`src/hdl/rpxe_pkg.sv`:
```
// Shared constants, types and the arctangent table for the point rotator.
package rpxe_pkg;

	// Register indexes of the configuration port
	typedef enum logic [1:0] {
		REG_ANGLE_X = 2'd0,
		REG_ANGLE_Y = 2'd1,
		REG_ANGLE_Z = 2'd2
	} reg_idx_t;

	// Trig unit sequencer states
	typedef enum logic [1:0] {
		TRIG_IDLE,
		TRIG_LOAD,
		TRIG_RUN,
		TRIG_DONE
	} trig_state_t;

	localparam int ANGLE_BITS = 16;
	localparam int CORD_W     = 34;   // CORDIC x, y and z width, Q30
	localparam int STEP_W     = 5;    // index into the arctangent table
	localparam int FOLD_W     = 14;   // reduced angle, within +-5760
	localparam int FULL_TURN  = 23040;
	localparam int HALF_TURN  = 11520;
	localparam int QUART_TURN = 5760;
	localparam logic [29:0] DEG_RAD_Q40 = 30'd299845282;
	localparam logic signed [CORD_W-1:0] CORDIC_GAIN_Q30 = 34'sd652032874;

	// arctan(2^-i) in Q30
	function automatic logic [29:0] atan_q30(input logic [STEP_W-1:0] i);
		logic [29:0] r;
		unique case (i)
			5'd0:  r = 30'd843314856;
			5'd1:  r = 30'd497837829;
			5'd2:  r = 30'd263043836;
			5'd3:  r = 30'd133525158;
			5'd4:  r = 30'd67021686;
			5'd5:  r = 30'd33543515;
			5'd6:  r = 30'd16775850;
			5'd7:  r = 30'd8388437;
			5'd8:  r = 30'd4194282;
			5'd9:  r = 30'd2097149;
			5'd10: r = 30'd1048575;
			5'd11: r = 30'd524287;
			5'd12: r = 30'd262143;
			5'd13: r = 30'd131071;
			5'd14: r = 30'd65535;
			5'd15: r = 30'd32767;
			5'd16: r = 30'd16383;
			5'd17: r = 30'd8191;
			5'd18: r = 30'd4095;
			5'd19: r = 30'd2047;
			5'd20: r = 30'd1023;
			5'd21: r = 30'd511;
			5'd22: r = 30'd255;
			5'd23: r = 30'd127;
			5'd24: r = 30'd63;
			5'd25: r = 30'd31;
			5'd26: r = 30'd15;
			5'd27: r = 30'd7;
			5'd28: r = 30'd3;
			5'd29: r = 30'd1;
			default: r = 30'd0;
		endcase
		return r;
	endfunction

endpackage

```
`src/hdl/rpxe_trig.sv`:
```
// Iterative CORDIC unit: sine and cosine of the three angle registers.
module rpxe_trig import rpxe_pkg::*; #(
	parameter int TRIG_BITS    = 18,
	parameter int CORDIC_STEPS = 16
) (
	input  logic                        clk,
	input  logic                        arst_n,
	input  logic                        cfg_we,
	input  logic [1:0]                  cfg_addr,
	input  logic [ANGLE_BITS-1:0]       cfg_wdata,
	output logic                        busy,
	output logic signed [TRIG_BITS-1:0] sin_v [3],
	output logic signed [TRIG_BITS-1:0] cos_v [3]
);

	localparam int RS = 32 - TRIG_BITS;
	localparam logic signed [CORD_W-1:0] RHALF =
		(RS > 0) ? (CORD_W'(1) << ((RS > 0) ? RS - 1 : 0)) : '0;
	localparam logic signed [CORD_W-1:0] TMAX = (CORD_W'(1) << (TRIG_BITS - 1)) - 1;
	localparam logic signed [CORD_W-1:0] TMIN = -TMAX - 1;
	localparam logic [STEP_W-1:0] LAST_STEP = STEP_W'(CORDIC_STEPS - 1);
	localparam logic signed [ANGLE_BITS:0] FULL_A  = (ANGLE_BITS + 1)'(FULL_TURN);
	localparam logic signed [ANGLE_BITS:0] HALF_A  = (ANGLE_BITS + 1)'(HALF_TURN);

	trig_state_t state_q, state_d;
	logic [ANGLE_BITS-1:0] angle_q [3];
	logic [2:0] pend_q, set_w, clr_w;
	logic [1:0] axis_q, axis_d;
	logic signed [FOLD_W-1:0] fold_q;
	logic flip_q;
	logic [STEP_W-1:0] step_q;
	logic signed [CORD_W-1:0] x_q, y_q, z_q;
	logic signed [ANGLE_BITS:0] ar;
	logic fold_flip;
	logic signed [43:0] rad;
	logic signed [CORD_W-1:0] dx, dy, atn, xr, yr;

	assign busy = (state_q != TRIG_IDLE) || (pend_q != 3'b000);

	// Mark the written axis for recompute
	always_comb begin
		set_w = 3'b000;
		if (cfg_we) begin
			unique case (cfg_addr)
				REG_ANGLE_X: set_w = 3'b001;
				REG_ANGLE_Y: set_w = 3'b010;
				REG_ANGLE_Z: set_w = 3'b100;
				default:     set_w = 3'b000;
			endcase
		end
	end

	always_ff @(posedge clk or negedge arst_n) begin
		if (!arst_n) begin
			for (int k = 0; k < 3; k++) angle_q[k] <= '0;
		end else if (set_w != 3'b000) begin
			angle_q[cfg_addr] <= cfg_wdata;
		end
	end

	// Pick the lowest pending axis
	always_comb begin
		priority if (pend_q[0]) axis_d = 2'd0;
		else if (pend_q[1])     axis_d = 2'd1;
		else                    axis_d = 2'd2;
	end

	// Wrap the angle to one turn and fold into +-90 degrees
	always_comb begin
		ar = {angle_q[axis_d][ANGLE_BITS-1], angle_q[axis_d]};
		fold_flip = 1'b0;
		if (ar >= FULL_TURN) ar = ar - FULL_A;
		else if (ar <= -FULL_TURN) ar = ar + FULL_A;
		if (ar < 0) ar = ar + FULL_A;
		if (ar > HALF_TURN) ar = ar - FULL_A;
		if (ar > QUART_TURN) begin
			ar = ar - HALF_A;
			fold_flip = 1'b1;
		end else if (ar < -QUART_TURN) begin
			ar = ar + HALF_A;
			fold_flip = 1'b1;
		end
	end

	// Sequencer next state; drop the pending mark once the angle is captured
	always_comb begin
		state_d = state_q;
		clr_w = 3'b000;
		unique case (state_q)
			TRIG_IDLE: begin
				if (pend_q != 3'b000) begin
					state_d = TRIG_LOAD;
					clr_w[axis_d] = 1'b1;
				end
			end
			TRIG_LOAD: state_d = TRIG_RUN;
			TRIG_RUN:  if (step_q == LAST_STEP) state_d = TRIG_DONE;
			TRIG_DONE: state_d = TRIG_IDLE;
			default:   state_d = TRIG_IDLE;
		endcase
	end

	always_ff @(posedge clk or negedge arst_n) begin
		if (!arst_n) begin
			state_q <= TRIG_IDLE;
			pend_q  <= 3'b000;
		end else begin
			state_q <= state_d;
			pend_q  <= (pend_q & ~clr_w) | set_w;
		end
	end

	// CORDIC datapath
	assign rad = fold_q * $signed({14'd0, DEG_RAD_Q40});
	assign dx  = y_q >>> step_q;
	assign dy  = x_q >>> step_q;
	assign atn = CORD_W'(atan_q30(step_q));

	always_ff @(posedge clk) begin
		unique case (state_q)
			TRIG_IDLE: begin
				axis_q <= axis_d;
				fold_q <= FOLD_W'(ar);
				flip_q <= fold_flip;
				step_q <= '0;
			end
			TRIG_LOAD: begin
				x_q <= CORDIC_GAIN_Q30;
				y_q <= '0;
				z_q <= CORD_W'((rad + 44'sd512) >>> 10);
			end
			TRIG_RUN: begin
				if (z_q >= 0) begin
					x_q <= x_q - dx;
					y_q <= y_q + dy;
					z_q <= z_q - atn;
				end else begin
					x_q <= x_q + dx;
					y_q <= y_q - dy;
					z_q <= z_q + atn;
				end
				step_q <= step_q + 1'b1;
			end
			default: ;
		endcase
	end

	// Round to trig precision, unfold and clamp
	always_comb begin
		xr = (x_q + RHALF) >>> RS;
		yr = (y_q + RHALF) >>> RS;
		if (flip_q) begin
			xr = -xr;
			yr = -yr;
		end
		if (xr > TMAX) xr = TMAX;
		else if (xr < TMIN) xr = TMIN;
		if (yr > TMAX) yr = TMAX;
		else if (yr < TMIN) yr = TMIN;
	end

	always_ff @(posedge clk or negedge arst_n) begin
		if (!arst_n) begin
			for (int k = 0; k < 3; k++) begin
				sin_v[k] <= '0;
				cos_v[k] <= TRIG_BITS'(1) << (TRIG_BITS - 2);
			end
		end else if (state_q == TRIG_DONE) begin
			sin_v[axis_q] <= TRIG_BITS'(yr);
			cos_v[axis_q] <= TRIG_BITS'(xr);
		end
	end

endmodule

```
`config.mk`:
```
export PLATFORM = sky130hd
export DESIGN_NAME = rpxe_trig
export DESIGN_NICKNAME = d
export VERILOG_FILES = /design/src/hdl/rpxe_pkg.sv /design/src/hdl/rpxe_trig.sv
export SDC_FILE = /design/constraint.sdc
export NUM_CORES = 2
export LEC_CHECK = 0
export BUFFER_PORTS_ARGS = -buffer_cell sky130_fd_sc_hd__clkbuf_2
export CORE_UTILIZATION = 60
export DETAILED_ROUTE_END_ITERATION = 8
export PLACE_DENSITY = 0.78
export SYNTH_ARGS = -nofsm -noshare
export SYNTH_HDL_FRONTEND = slang
export SYNTH_SLANG_ARGS = --single-unit
```
`constraint.sdc`:
```
create_clock -name clk -period 17.8 [get_ports clk]
set_input_delay 2.67 -clock clk [delete_from_list [all_inputs] [get_ports clk]]
set_output_delay 2.67 -clock clk [all_outputs]
set_load 0.01 [all_outputs]
```
==> flow_metrics.tcl <==
set metrics [dict create \
    status "complete, no violations" \
    dp_hpwl_um 62200 \
    yosysTopAreaCell "dfrtp_1" \
    cts_max_level 2 \
    drt_iter0_drc 2538 \
    grt_pass1_wl_um 135000 \
    end_kind "flop" \
    die_w_um 236 \
    internal_power_mw 3.34 \
    path_class "flop to flop" \
    synthArstFlopShare_pct 51.1 \
    timing.rr.start "fold_q[3]$_DFFE_PP_" \
    syn-num-nets 4105 \
    yosys-top-cells-area "dfrtp_1 12%, edfxtp_1 11%, ha_1 11%" \
    ys_seq_area_share_pct 25.5 \
    skew_ns 0.0302 \
    finalHoldViolations 0 \
    hold_buffers 0 \
    min_period_ns 8.09 \
    io_pins 130 \
    io_buffers 129 \
    rows 85 \
    ant_nets 0 \
    layout_common_cells "416 x nand2_1, 329 x o21ai_0, 287 x inv_1, 283 x ha_1, 231 x nor2_1" \
    layout.cells.most_common "nand2_1" \
    p_total_mw 6.18 \
    nNetsFinal 4143 \
    synthDistinctLibCells 94 \
    critPathArrivalTime_ns 8.39 \
    cts_buffers 38 \
    clk-insertion-delay-late_ns 0.58 \
    min_path_type "flop to flop" \
    ys.flop_type "dfrtp_1" \
    synth_edf_count 124 \
    path_delay_family "adder cells" \
    coreArea_sq_mm 0.0539 \
    cts_tree "done" \
    rsz0062_at_grt "no" \
    antenna_cells 0 \
    power_switching_mw 2.84 \
    syn_area_per_cell_sq_um 8.91 \
    setup-tns-final_ns 0 \
    vias 27700 \
    post_cts_buffers 0 \
    clockBufferDepth 3 \
    firstDrtPassIters 6 \
    grt_util_all_layers_pct 29.6 \
    worst_pin_slew_ns 1.22 \
    antenna_found_initial 0 \
    grt.overflow.total 0 \
    fmax_mhz 124 \
    p_clk_share_pct 12.9 \
    cp-endpoint "z_q[33]$_DFFE_PP_" \
    cts-resized-gates 0 \
    ys_warn_count 0 \
    synth_area_sq_mm 0.0328 \
    place_area_sq_mm 0.0339 \
    yosysTopAreaCellShare_pct 12.1 \
    drive_above_1_share_pct 11.5 \
    power_leakage_nw 15.8 \
    finalMaxSlewViolations 0 \
    power_frac_comb_pct 63.2 \
    vias_per_cell 6.23 \
    gp_congestion 0.972 \
    fp.dieArea_sq_mm 0.0556 \
    cap_violations 0 \
    p_per_area_mw_per_mm2 176 \
    clock-sinks 315 \
    path_cells "fa_1 > fa_1 > inv_1 > fa_1 > inv_1 > fa_1 > fa_1 > inv_1 > fa_1 > inv_1 > ha_1 > a21o_1 > a21o_1 > a21oi_1 > nand2_1 > o41a_1 > a2111oi_0 > nand3b_1 > nor4_1 > nand2_1 > nor3_1 > and4_1 > o31ai_1" \
    grt_max_degree 86 \
    critPathLaunchType "flop" \
    cts.clk_slew.worst_paths_ns 0.06 \
    peakVddDrop_uv 112 \
    max-slew-margin-rel_pct 18.6 \
    cpMostUsedCell "fa_1" \
    slowest_delay_ns 0.66 \
    rr_endpoint "z_q[33]$_DFFE_PP_" \
    synth-seq-cells 315 \
    required_ns 18.10 \
    syn_to_final_growth_pct 7.26 \
    syn_inst 3677 \
    critPathSlowestCell "a2111oi_0" \
    rrSetupSlack_ns 9.71 \
    setup_violations 0 \
    fin_util_pct 65.2 \
    worst-path-stages 23 \
    crit_path_max_fanout 9 \
    reg2reg_depth 23 \
    die_h_um 236 \
    worstSetupStartpoint "fold_q[3]$_DFFE_PP_" \
    root_buffer "clkbuf_16" \
    grt_pass1_vias 26400 \
    sw_frac_of_total_pct 46.0 \
    wl_um 82700 \
    path_buf_inv 4 \
    drcViolationCount 0 \
    detail_route.wl_per_cell_um 18.6 \
    start_util_pct 60.8 \
    fin_crit_sh_pct 45.4 \
    seqPwrFrac_pct 24.0 \
    final_area_sq_mm 0.0352 \
]
cell type report:
class                   count  area [sq um]
multi-input cells        2909         22700
clock buffers              54          1150
inverters                 292          1100
repair buffers            159           877
fillers                  4379         18800
clock inverters            15           136
flip-flops and latches    315          8360
well taps                 696           871
how the worst min path moves through the flow:
stage	from	to	cells past startpoint
after floorplan	pend_q[2]$_DFF_PN0_	pend_q[2]$_DFF_PN0_	2
after global placement	pend_q[2]$_DFF_PN0_	pend_q[2]$_DFF_PN0_	2
after detailed placement	cos_v[32]$_DFFE_PN0P_	cos_v[32]$_DFFE_PN0P_	2
after CTS	sin_v[20]$_DFFE_PN0P_	sin_v[20]$_DFFE_PN0P_	2
after global routing	sin_v[6]$_DFFE_PN0P_	sin_v[6]$_DFFE_PN0P_	2
final	sin_v[20]$_DFFE_PN0P_	sin_v[20]$_DFFE_PN0P_	2
metrics by stage:
| stage | std cells | worst slack [ns] | hold slack [ns] |
|---|---|---|---|
| after floorplan | 3677 | 10.62 | 0.438 |
| after global routing | 4440 | 9.29 | 0.497 |
| after CTS | 4440 | 9.85 | 0.482 |
| final | 4440 | 9.71 | 0.476 |
| after global placement | 4371 | 10.13 | 0.452 |
| after detailed placement | 4371 | 9.88 | 0.469 |
Yosys cell counts (22+ instances only):
cell and n:
nand2_1 416, o21ai_0 329, inv_1 287, ha_1 285
nor2_1 231, a21oi_1 217, xnor2_1 174, dfrtp_1 158
xor2_1 137, edfxtp_1 124, fa_1 122, clkbuf_1 116
mux2_2 80, mux4_2 77, mux2i_1 72, nand3_1 60
nor3_1 60, a21o_1 54, o21a_1 46, nand2b_1 39
and3_1 37, a31oi_1 33, and2_1 30, dfxtp_1 30
o31ai_1 28, nor2b_1 25, nand4_1 22, o211ai_1 22
power groups by stage:
stage	Sequential [mW]	Clock [mW]	Combinational (mW)
2_1_floorplan	1.36	0	3.07
3_3_place_gp	1.47	0	3.74
3_5_place_dp	1.48	0	3.82
4_1_cts	1.47	0.808	3.85
5_1_grt	1.50	0.838	4.36
6_report	1.48	0.795	3.90
registers in the layout (all words and copies together), names as in the netlist:
signal and count:
cos_v 54, flip_q 1, x_q 34, z_q 34, state_q 2, atn 30, y_q 34, fold_q 14
step_q 5, pend_q 3, axis_q 2, sin_v 54, angle_q 48
kinds of logic (layout without fill, tap and decap cells):
group	Yosys count	in the layout	synth area share, %
buf+inv	453	520	5.39
compound gates	915	915	17.2
fa+ha+maj	407	407	18.3
mux	233	233	10.4
xor+xnor	311	311	8.31
simple gates	1043	1043	14.9
flops	315	315	25.5
metal layers:
layer	wire, um	vias to the layer above	share of wire [%]	track usage, %
met4	2970	0	3.6	10.4
met1	35100	13200	42	39.0
met2	39700	1009	48	49.6
li1	-	13200	-	-
met3	4960	217	6.0	4.27
met5	0	-	0	0
tightest hold or removal path, stage by stage, from the launching register on:
cell and delay (ns):
dfrtp_1 0.34, nand2_1 0.04, o21ai_0 0.06
No activity file was read; power rests on OpenSTA's default activity.
