[config.mk]
export PLATFORM = sky130hd
export DESIGN_NAME = rpxe_sat
export DESIGN_NICKNAME = d
export VERILOG_FILES = /design/src/hdl/rpxe_pkg.sv /design/src/hdl/rpxe_sat.sv
export SDC_FILE = /design/constraint.sdc
export NUM_CORES = 1
export LEC_CHECK = 0
export BUFFER_PORTS_ARGS = -buffer_cell sky130_fd_sc_hd__clkbuf_2
export CAP_MARGIN = 40
export CORE_ASPECT_RATIO = 1.4
export CORE_MARGIN = 4
export CORE_UTILIZATION = 44
export CTS_CLUSTER_DIAMETER = 40
export DETAILED_ROUTE_END_ITERATION = 8
export GPL_ROUTABILITY_DRIVEN = 0
export PLACE_DENSITY = 0.87
export SLEW_MARGIN = 40
export SYNTH_ARGS = -nofsm -noshare
export SYNTH_HDL_FRONTEND = slang
export SYNTH_SLANG_ARGS = --single-unit
[constraint.sdc]
create_clock -name clk -period 3.1 [get_ports clk]
set_input_delay 0.465 -clock clk [delete_from_list [all_inputs] [get_ports clk]]
set_output_delay 0.465 -clock clk [all_outputs]
set_load 0.05 [all_outputs]
[src/hdl/rpxe_pkg.sv]
// Shared constants, types and the arctangent table for the point rotator.
package rpxe_pkg;

	// Register indexes of the configuration port
	typedef enum logic [1:0] {
		REG_ANGLE_X = 2'd0,
		REG_ANGLE_Y = 2'd1,
		REG_ANGLE_Z = 2'd2
	} reg_idx_t;

	// Trig unit sequencer states
	typedef enum logic [1:0] {
		TRIG_IDLE,
		TRIG_LOAD,
		TRIG_RUN,
		TRIG_DONE
	} trig_state_t;

	localparam int ANGLE_BITS = 16;
	localparam int CORD_W     = 34;   // CORDIC x, y and z width, Q30
	localparam int STEP_W     = 5;    // index into the arctangent table
	localparam int FOLD_W     = 14;   // reduced angle, within +-5760
	localparam int FULL_TURN  = 23040;
	localparam int HALF_TURN  = 11520;
	localparam int QUART_TURN = 5760;
	localparam logic [29:0] DEG_RAD_Q40 = 30'd299845282;
	localparam logic signed [CORD_W-1:0] CORDIC_GAIN_Q30 = 34'sd652032874;

	// arctan(2^-i) in Q30
	function automatic logic [29:0] atan_q30(input logic [STEP_W-1:0] i);
		logic [29:0] r;
		unique case (i)
			5'd0:  r = 30'd843314856;
			5'd1:  r = 30'd497837829;
			5'd2:  r = 30'd263043836;
			5'd3:  r = 30'd133525158;
			5'd4:  r = 30'd67021686;
			5'd5:  r = 30'd33543515;
			5'd6:  r = 30'd16775850;
			5'd7:  r = 30'd8388437;
			5'd8:  r = 30'd4194282;
			5'd9:  r = 30'd2097149;
			5'd10: r = 30'd1048575;
			5'd11: r = 30'd524287;
			5'd12: r = 30'd262143;
			5'd13: r = 30'd131071;
			5'd14: r = 30'd65535;
			5'd15: r = 30'd32767;
			5'd16: r = 30'd16383;
			5'd17: r = 30'd8191;
			5'd18: r = 30'd4095;
			5'd19: r = 30'd2047;
			5'd20: r = 30'd1023;
			5'd21: r = 30'd511;
			5'd22: r = 30'd255;
			5'd23: r = 30'd127;
			5'd24: r = 30'd63;
			5'd25: r = 30'd31;
			5'd26: r = 30'd15;
			5'd27: r = 30'd7;
			5'd28: r = 30'd3;
			5'd29: r = 30'd1;
			default: r = 30'd0;
		endcase
		return r;
	endfunction

endpackage

[src/hdl/rpxe_sat.sv]
// Output stage: saturate the three components and flag clipping.
module rpxe_sat import rpxe_pkg::*; #(
	parameter int W  = 27,
	parameter int CW = 24
) (
	input  logic                 clk,
	input  logic                 arst_n,
	input  logic                 in_valid,
	output logic                 in_ready,
	output logic                 out_valid,
	input  logic                 out_ready,
	input  logic signed [W-1:0]  x,
	input  logic signed [W-1:0]  y,
	input  logic signed [W-1:0]  z,
	output logic signed [CW-1:0] out_x,
	output logic signed [CW-1:0] out_y,
	output logic signed [CW-1:0] out_z,
	output logic                 clipped
);

	localparam logic signed [W-1:0] CMAX = (W'(1) << (CW - 1)) - W'(1);
	localparam logic signed [W-1:0] CMIN = -CMAX - W'(1);

	logic en_q;
	logic hx, hy, hz;
	logic signed [W-1:0] cx, cy, cz;

	assign en_q     = !out_valid || out_ready;
	assign in_ready = en_q;

	// Clamp each component
	always_comb begin
		hx = (x > CMAX) || (x < CMIN);
		hy = (y > CMAX) || (y < CMIN);
		hz = (z > CMAX) || (z < CMIN);
		cx = (x > CMAX) ? CMAX : ((x < CMIN) ? CMIN : x);
		cy = (y > CMAX) ? CMAX : ((y < CMIN) ? CMIN : y);
		cz = (z > CMAX) ? CMAX : ((z < CMIN) ? CMIN : z);
	end

	always_ff @(posedge clk or negedge arst_n) begin
		if (!arst_n) out_valid <= 1'b0;
		else if (en_q) out_valid <= in_valid;
	end

	always_ff @(posedge clk) begin
		if (en_q) begin
			out_x   <= CW'(cx);
			out_y   <= CW'(cy);
			out_z   <= CW'(cz);
			clipped <= hx || hy || hz;
		end
	end

endmodule

==> results of run 1 <==
metrics by stage:
step	setup slack [ns]	area, µm²	util, %	std cells	total power [W]
global route	0.946	4000	60.8	411	0.00270
CTS	1.01	3990	60.7	411	0.00262
global placement	1.22	3750	57.1	394	0.00181
finish	1.06	4000	60.8	411	0.00260
detailed placement	1.20	3760	57.3	394	0.00183
floorplan	0.904	2980	-	175	0.00168
cell usage in the layout, fill, tap and decap left out, drive strengths merged:
cell,n
clkbuf,168
o21a,23
a21o,46
o22ai,1
nor3,3
inv,1
bufinv,2
dfrtp,1
buf,1
clkinv,3
edfxtp,73
nand2b,2
nor2,3
a22oi,1
nand3,3
dlygate4sd3,1
clkinvlp,1
nand2,3
nand4bb,1
synthesized netlist by cell type:
cell and number:
dfrtp_1 1, clkbuf_8 1, buf_6 7, nand2b_1 2
clkbuf_1 3, nand2_1 3, nand4bb_1 1, nor2_2 3
nor3_2 3, a21o_1 46, edfxtp_1 73, nand3_1 3
o22ai_1 1, buf_4 4, a22oi_1 1, o21a_1 23
layer usage:
metal | vias up | share of wire, % | GRT usage [%] | routed length, µm
li1 | 987 | - | - | -
met1 | 935 | 35 | 15.9 | 2230
met2 | 90 | 55 | 29.0 | 3510
met3 | 14 | 7.5 | 5.04 | 479
met4 | 0 | 2.6 | 7.76 | 164
met5 | - | 0 | 0 | 0
power by group:
| group | switching, W | total, W | internal, W |
|---|---|---|---|
| combinational | 0.000428 | 0.000569 | 0.000141 |
| clock | 0.000345 | 0.000797 | 0.000452 |
| sequential | 0.0000236 | 0.00123 | 0.00121 |
| total | 0.000796 | 0.00260 | 0.00180 |
cells by family after synthesis:
group | Yosys count | synth area share, %
buffers and inverters | 15 | 4.49
AOI/OAI and AO/OA | 71 | 17.8
DFF | 74 | 74.4
and+or+nand+nor | 15 | 3.31
final cells by class:
class                           instances  area [µm²]  area share (%)
Sequential cell                        74        2220            55.5
Timing Repair Buffer                  161         813            20.4
Multi-Input combinational cell         86         656            16.4
Clock buffer                            9         124            3.10
Clock inverter                          7        92.6            2.32
Tap cell                               74        92.6            2.32
worst paths after layout:
check,slack [ns],depth (start not counted),end
max,1.06,2,in_ready
min reg2reg,0.93,2,out_valid$_DFFE_PN0P_
min in group asynchronous,0.45,2,out_valid$_DFFE_PN0P_
max in group asynchronous,2.56,2,out_valid$_DFFE_PN0P_
min,0.31,2,out_valid$_DFFE_PN0P_
max reg2reg,1.40,2,out_x[8]$_SDFFCE_PN1P_
state kept, by name (all words and copies together), names as in the netlist:
| signal | flops |
|---|---|
| out_valid | 1 |
| out_x | 24 |
| out_y | 24 |
| clipped | 1 |
| out_z | 24 |
worst register-to-register path: stages (launching register included):
cell and delay (ns):
dfrtp_1 0.41, nand2b_4 0.44, buf_4 0.50
==> impl_metrics.prom, run 1 <==
# TYPE chip_impl_metric gauge
chip_impl_metric{name="first_global_vias",unit=""} 2128
chip_impl_metric{name="clkSinkCount",unit=""} 74
chip_impl_metric{name="leakage_power_total",unit="nW"} 1.88
chip_impl_info{name="setup.worst_path.start_class",value="flop"} 1
chip_impl_metric{name="post-cts-setup-buffer-count",unit=""} 0
chip_impl_metric{name="area_growth_from_synthesis_to_layout",unit="%"} 34.0
chip_impl_metric{name="die-area",unit="µm²"} 8180
chip_impl_metric{name="maxSlewHeadroom",unit="%"} 52.2
chip_impl_metric{name="post_cts_resize_count",unit=""} 0
chip_impl_metric{name="wire_length_of_the_first_global_routing_pass",unit="µm"} 9830
chip_impl_metric{name="finalWorstPathRequiredPeriod",unit="ns"} 2.04
chip_impl_metric{name="mappedNetlistNets",unit=""} 260
chip_impl_metric{name="synth_cell_types",unit=""} 16
chip_impl_info{name="rsz0062_at_grt",value="no"} 1
chip_impl_metric{name="crit_path_max_incr_delay",unit="ns"} 0.44
chip_impl_metric{name="vias",unit=""} 2026
chip_impl_metric{name="post-route-period-util",unit="%"} 65.7
chip_impl_metric{name="diodes",unit=""} 0
chip_impl_metric{name="die_w",unit="µm"} 77.6
chip_impl_metric{name="fin_skew",unit="ns"} 0.00635
chip_impl_metric{name="drt_iter0_drc",unit=""} 113
chip_impl_metric{name="clock_insertion_delay_worst_skew",unit="ns"} 0.33
chip_impl_metric{name="cts-root-to-sink-buffers",unit=""} 2
chip_impl_metric{name="ir_drop",unit="µV"} 492
chip_impl_metric{name="hold_violations",unit=""} 0
chip_impl_metric{name="timing_max_transition_violations_final",unit=""} 0
chip_impl_metric{name="nets",unit=""} 417
chip_impl_metric{name="groute.usage.overall",unit="%"} 15.9
chip_impl_metric{name="routed_length_per_placed_instance",unit="µm"} 15.5
chip_impl_metric{name="worstPathArrival",unit="ns"} 1.57
chip_impl_metric{name="postSynthAreaPerCell",unit="µm²"} 17.0
chip_impl_metric{name="grt_overflow",unit=""} 0
chip_impl_info{name="path_cells",value="nand2b_4, clkbuf_2"} 1
chip_impl_metric{name="dp_hpwl",unit="µm"} 4790
chip_impl_metric{name="fmaxAchievable",unit="MHz"} 491
chip_impl_info{name="worstHoldStart",value="in_valid"} 1
chip_impl_metric{name="netlist_instances",unit=""} 175
chip_impl_metric{name="max-cap-violations",unit=""} 0
chip_impl_metric{name="drtPass1Iterations",unit=""} 4
chip_impl_metric{name="synth_top_cell_area_share",unit="%"} 73.5
chip_impl_metric{name="worst_path_clk_slew",unit="ns"} 0.08
chip_impl_metric{name="timing_worst_slew_pin_value",unit="ns"} 0.716
chip_impl_metric{name="clock_tree.htree_level_count",unit=""} 3
chip_impl_metric{name="post_cts_hold_buffer_count",unit=""} 1
chip_impl_info{name="synth_largest_area_cell",value="edfxtp_1"} 1
chip_impl_info{name="criticalPathCategory",value="reg2out"} 1
chip_impl_info{name="cts.root.buffer_cell",value="clkbuf_8"} 1
chip_impl_metric{name="antenna_violating_nets_post_route",unit=""} 0
chip_impl_metric{name="core_region_area",unit="µm²"} 6570
chip_impl_info{name="min_path_type",value="in2reg"} 1
chip_impl_info{name="ys_top_cells_by_area",value="edfxtp_1 74%, a21o_1 12%, o21a_1 5.8%, buf_6 2.6%, nor3_2 1.0%"} 1
chip_impl_metric{name="timing.critical_path.required",unit="ns"} 2.63
chip_impl_info{name="critical_path_sink_type",value="primary output"} 1
chip_impl_metric{name="post-route-drc-count",unit=""} 0
chip_impl_metric{name="cts-buffers-inserted",unit=""} 9
chip_impl_metric{name="yosys_register_bits",unit=""} 74
chip_impl_metric{name="finalWirelength",unit="µm"} 6380
chip_impl_metric{name="floorplan.initialDensity",unit="%"} 45.4
chip_impl_info{name="r2r_start",value="out_valid$_DFFE_PN0P_"} 1
chip_impl_metric{name="yosysWarningCount",unit=""} 0
chip_impl_metric{name="number_of_antenna_violations_at_the_first_check_in_global_routing",unit=""} 0
chip_impl_metric{name="crit_buf_inv",unit=""} 1
chip_impl_info{name="crit_path_start",value="out_valid$_DFFE_PN0P_"} 1
chip_impl_metric{name="timing.critical_path.fanout_max",unit=""} 44
chip_impl_info{name="crit_family",value="simple AND/OR/NAND/NOR gates"} 1
chip_impl_metric{name="setup_viol",unit=""} 0
chip_impl_metric{name="setup-tns-final",unit="ns"} 0
chip_impl_metric{name="ios",unit=""} 160
chip_impl_metric{name="std_cell_rows",unit=""} 35
chip_impl_metric{name="placement.io_buffers",unit=""} 159
chip_impl_info{name="cts_tree",value="built"} 1
chip_impl_metric{name="synth_sequential_area_ratio",unit="%"} 74.4
chip_impl_metric{name="fillerInstances",unit=""} 515
chip_impl_info{name="critical_path_s_slowest_cell",value="nand2b_4"} 1
chip_impl_metric{name="timing.hold.ws",unit="ns"} 0.314
chip_impl_metric{name="die_h",unit="µm"} 105
chip_impl_info{name="run_status",value="completed"} 1
chip_impl_metric{name="post_route_cells_drive_above_1_share",unit="%"} 54.0
chip_impl_metric{name="synthesis.area",unit="µm²"} 2980
chip_impl_metric{name="cellPowerDensity",unit="nW/µm²"} 650
chip_impl_metric{name="grt_start_max_net_pins",unit=""} 45
chip_impl_metric{name="drt-vias-per-instance",unit=""} 4.93
Note: power is estimated with default switching activity, not from simulation.
==> inputs of run 2 (changes only) <==
--- a/config.mk
+++ b/config.mk
@@ -5,15 +5,16 @@
 export SDC_FILE = /design/constraint.sdc
 export NUM_CORES = 1
 export LEC_CHECK = 0
+export ABC_AREA = 1
 export BUFFER_PORTS_ARGS = -buffer_cell sky130_fd_sc_hd__clkbuf_2
 export CAP_MARGIN = 40
 export CORE_ASPECT_RATIO = 1.4
 export CORE_MARGIN = 4
-export CORE_UTILIZATION = 44
+export CORE_UTILIZATION = 45
 export CTS_CLUSTER_DIAMETER = 40
 export DETAILED_ROUTE_END_ITERATION = 8
 export GPL_ROUTABILITY_DRIVEN = 0
-export PLACE_DENSITY = 0.87
+export PLACE_DENSITY = 0.88
 export SLEW_MARGIN = 40
 export SYNTH_ARGS = -nofsm -noshare
 export SYNTH_HDL_FRONTEND = slang
==> constraint.sdc (replaced) <==
create_clock -name clk -period 2.1 [get_ports clk]
set_input_delay 0.315 -clock clk [delete_from_list [all_inputs] [get_ports clk]]
set_output_delay 0.315 -clock clk [all_outputs]
set_load 0.05 [all_outputs]
==> run 2 against run 1 <==
Sequential power grew 47%. Count of clock-buffer cells in the layout increased by 1. Die area down 0.83%. Synthesized cell count rose by 47%. Worst setup slack worse by 0.63 ns. Highest routed layer unchanged.
==> impl_metrics.prom, run 2 <==
# TYPE chip_impl_metric gauge
chip_impl_metric{name="p_int",unit="W"} 0.00288
chip_impl_info{name="ys_top_cells_by_count",value="147 x nand2_1, 73 x edfxtp_1, 12 x buf_6"} 1
chip_impl_info{name="cts_tree",value="built"} 1
chip_impl_metric{name="area_growth_from_synthesis_to_layout",unit="%"} 35.1
chip_impl_info{name="synth_most_common_cell",value="nand2_1"} 1
chip_impl_info{name="setup.worst_path.start_class",value="flop"} 1
chip_impl_metric{name="finalWirelength",unit="µm"} 6760
chip_impl_metric{name="die_w",unit="µm"} 77.3
chip_impl_info{name="critical_path_s_slowest_cell",value="dfrtp_1"} 1
chip_impl_info{name="rsz0062_at_grt",value="no"} 1
chip_impl_metric{name="p_sw_share",unit="%"} 29.2
chip_impl_metric{name="power.share.sequential",unit="%"} 44.6
chip_impl_metric{name="diodes",unit=""} 0
chip_impl_info{name="mostFrequentLayoutCell",value="clkbuf_2"} 1
chip_impl_info{name="mostFrequentLayoutCells",value="159 x clkbuf_2, 146 x nand2_1, 73 x edfxtp_1, 9 x inv_1, 9 x clkbuf_8"} 1
chip_impl_info{name="reg.largest.list",value="out_x (24), out_y (24), out_z (24)"} 1
chip_impl_info{name="critical_path_sink_type",value="primary output"} 1
chip_impl_metric{name="post-route-drc-count",unit=""} 0
chip_impl_info{name="min_path_type",value="in2reg"} 1
chip_impl_metric{name="crit_buf_inv",unit=""} 1
chip_impl_metric{name="power_frac_clock",unit="%"} 35.3
chip_impl_metric{name="wire_length_of_the_first_global_routing_pass",unit="µm"} 10500
chip_impl_metric{name="maxSlewHeadroom",unit="%"} 71.3
chip_impl_metric{name="postLayoutSetupSlackWorst",unit="ns"} 0.434
chip_impl_metric{name="leakage_power_total",unit="nW"} 2.03
chip_impl_metric{name="clock_tree.htree_level_count",unit=""} 3
chip_impl_metric{name="clock_insertion_delay_worst_skew",unit="ns"} 0.34
chip_impl_metric{name="finalWorstPathRequiredPeriod",unit="ns"} 1.67
chip_impl_metric{name="timing_max_transition_violations_final",unit=""} 0
chip_impl_metric{name="drt_iter0_drc",unit=""} 139
chip_impl_metric{name="fin_total_pwr",unit="W"} 0.00406
chip_impl_metric{name="cts-buffers-inserted",unit=""} 9
chip_impl_metric{name="setup-tns-final",unit="ns"} 0
chip_impl_metric{name="grt_overflow",unit=""} 0
chip_impl_metric{name="core_region_area",unit="µm²"} 6570
chip_impl_metric{name="hold_violations",unit=""} 0
chip_impl_metric{name="timing.critical_path.fanout_max",unit=""} 19
chip_impl_metric{name="placement.io_buffers",unit=""} 159
chip_impl_metric{name="netlist_instances",unit=""} 258
chip_impl_metric{name="synth_sequential_area_ratio",unit="%"} 73.4
chip_impl_info{name="criticalPathCategory",value="reg2out"} 1
chip_impl_metric{name="wirelength_met1",unit="µm"} 2350
chip_impl_metric{name="floorplan.initialDensity",unit="%"} 46.0
chip_impl_metric{name="place_worst_setup_slack",unit="ns"} 0.704
chip_impl_metric{name="postSynthAreaPerCell",unit="µm²"} 11.7
chip_impl_metric{name="fmaxAchievable",unit="MHz"} 600
chip_impl_metric{name="post-route-period-util",unit="%"} 79.3
chip_impl_info{name="top_layer",value="met4"} 1
chip_impl_metric{name="worst_path_clk_slew",unit="ns"} 0.07
chip_impl_metric{name="synthesis.area",unit="µm²"} 3020
chip_impl_metric{name="max-cap-violations",unit=""} 0
chip_impl_metric{name="mappedNetlistNets",unit=""} 343
chip_impl_info{name="crit_family",value="flip-flops"} 1
chip_impl_metric{name="route.met3.wl",unit="µm"} 516
chip_impl_metric{name="antenna_violating_nets_post_route",unit=""} 0
chip_impl_metric{name="cts-root-to-sink-buffers",unit=""} 2
chip_impl_metric{name="post-route-util",unit="%"} 62.1
chip_impl_metric{name="drtPass1Iterations",unit=""} 4
chip_impl_metric{name="timing.critical_path.required",unit="ns"} 1.78
chip_impl_metric{name="setup_viol",unit=""} 0
chip_impl_metric{name="synth_top_cell_area_share",unit="%"} 72.5
chip_impl_metric{name="wl_met2",unit="µm"} 3680
chip_impl_metric{name="number_of_antenna_violations_at_the_first_check_in_global_routing",unit=""} 0
chip_impl_metric{name="timing.hold.ws",unit="ns"} 0.196
chip_impl_metric{name="std_cell_rows",unit=""} 35
chip_impl_metric{name="ir_drop",unit="µV"} 599
chip_impl_metric{name="timing_worst_slew_pin_value",unit="ns"} 0.429
chip_impl_info{name="path_cells",value="nand2_4, clkbuf_2"} 1
chip_impl_metric{name="clkSinkCount",unit=""} 74
chip_impl_info{name="run_status",value="completed"} 1
chip_impl_info{name="synthFlopType",value="edfxtp_1"} 1
chip_impl_info{name="synth_largest_area_cell",value="edfxtp_1"} 1
chip_impl_metric{name="groute.usage.overall",unit="%"} 16.9
chip_impl_metric{name="yosys_register_bits",unit=""} 74
chip_impl_metric{name="grt_start_max_net_pins",unit=""} 43
chip_impl_metric{name="async_flop_share",unit="%"} 1.35
chip_impl_metric{name="synth_cell_types",unit=""} 10
chip_impl_info{name="ys_top_cells_by_area",value="edfxtp_1 73%, nand2_1 18%, buf_6 4.5%, inv_1 1.1%, nand2_2 1.0%"} 1
chip_impl_metric{name="routed_length_per_placed_instance",unit="µm"} 13.6
chip_impl_metric{name="die_h",unit="µm"} 105
chip_impl_metric{name="cellPowerDensity",unit="nW/µm²"} 995
chip_impl_metric{name="nets",unit=""} 502
chip_impl_metric{name="dp_hpwl",unit="µm"} 5150
chip_impl_metric{name="worstPathArrival",unit="ns"} 1.35
chip_impl_metric{name="power_switching",unit="W"} 0.00118
chip_impl_metric{name="yosysWarningCount",unit=""} 0
chip_impl_metric{name="ios",unit=""} 160
chip_impl_metric{name="crit_path_max_incr_delay",unit="ns"} 0.42
chip_impl_metric{name="drt-vias-per-instance",unit=""} 4.61
chip_impl_metric{name="die-area",unit="µm²"} 8110
chip_impl_metric{name="comb_power_share",unit="%"} 20.2
chip_impl_metric{name="first_global_vias",unit=""} 2210
chip_impl_metric{name="fin_skew",unit="ns"} 0.00884
chip_impl_metric{name="number_of_enable_type_register_cells_in_the_synthesized_netlist",unit=""} 73
chip_impl_metric{name="post_route_cells_drive_above_1_share",unit="%"} 43.6
chip_impl_metric{name="vias",unit=""} 2287
chip_impl_info{name="cts.root.buffer_cell",value="clkbuf_8"} 1
## run 2: cell type report
type | count | area (µm²)
Fill cell | 528 | 2490
Sequential cell | 74 | 2220
Inverter | 9 | 33.8
Clock inverter | 6 | 138
Tap cell | 74 | 92.6
Clock buffer | 10 | 128
Multi-Input combinational cell | 160 | 632
Timing Repair Buffer | 163 | 841
## run 2: worst paths after layout
check,startpoint,slack [ns],cells past startpoint,to
max in group asynchronous,arst_n,1.72,2,out_valid$_DFFE_PN0P_
hold reg to reg,out_valid$_DFFE_PN0P_,0.81,1,out_x[5]$_SDFFCE_PN1P_
setup reg to reg,out_valid$_DFFE_PN0P_,0.82,2,out_y[3]$_SDFFCE_PN1P_
hold / removal,in_valid,0.20,3,out_valid$_DFFE_PN0P_
setup / recovery,out_valid$_DFFE_PN0P_,0.43,2,in_ready
min in group asynchronous,arst_n,0.29,2,out_valid$_DFFE_PN0P_
## run 2: cell families after synthesis
| group | count (synthesis) | synth area share [%] |
|---|---|---|
| DFF | 74 | 73.4 |
| buffers and inverters | 24 | 5.96 |
| and+or+nand+nor | 160 | 20.7 |
## run 2: routing by layer
layer | global-route usage (%) | up-vias
met5 | 0 | -
met4 | 8.02 | 0
met3 | 5.34 | 20
met2 | 31.1 | 104
met1 | 16.7 | 1013
li1 | - | 1150
## run 2: through the flow
stage	instances	instance area, µm²
detailed placement	479	3810
CTS	496	4080
floorplan	258	3030
finish	496	4080
global route	496	4080
global placement	479	3810
## run 2: power groups by stage
stage | Combinational, W | Clock (W) | Sequential [W]
after floorplan | 0.000183 | 0 | 0.00228
after global placement | 0.000811 | 0 | 0.00184
after detailed placement | 0.000825 | 0 | 0.00184
after CTS | 0.000827 | 0.00146 | 0.00181
after global routing | 0.000870 | 0.00153 | 0.00182
final | 0.000819 | 0.00143 | 0.00181
## run 2: timing repair
action                                 in CTS  in global routing
hold buffers                                1                  0
gates resized for setup                     0                  0
endpoints found under the hold margin       1                  0
buffers inserted                            0                  0
## run 2: worst reg2reg max path, cell delays in order (launching register included)
cell and delay, ns:
dfrtp_1 0.42, nand2_4 0.25, buf_12 0.28
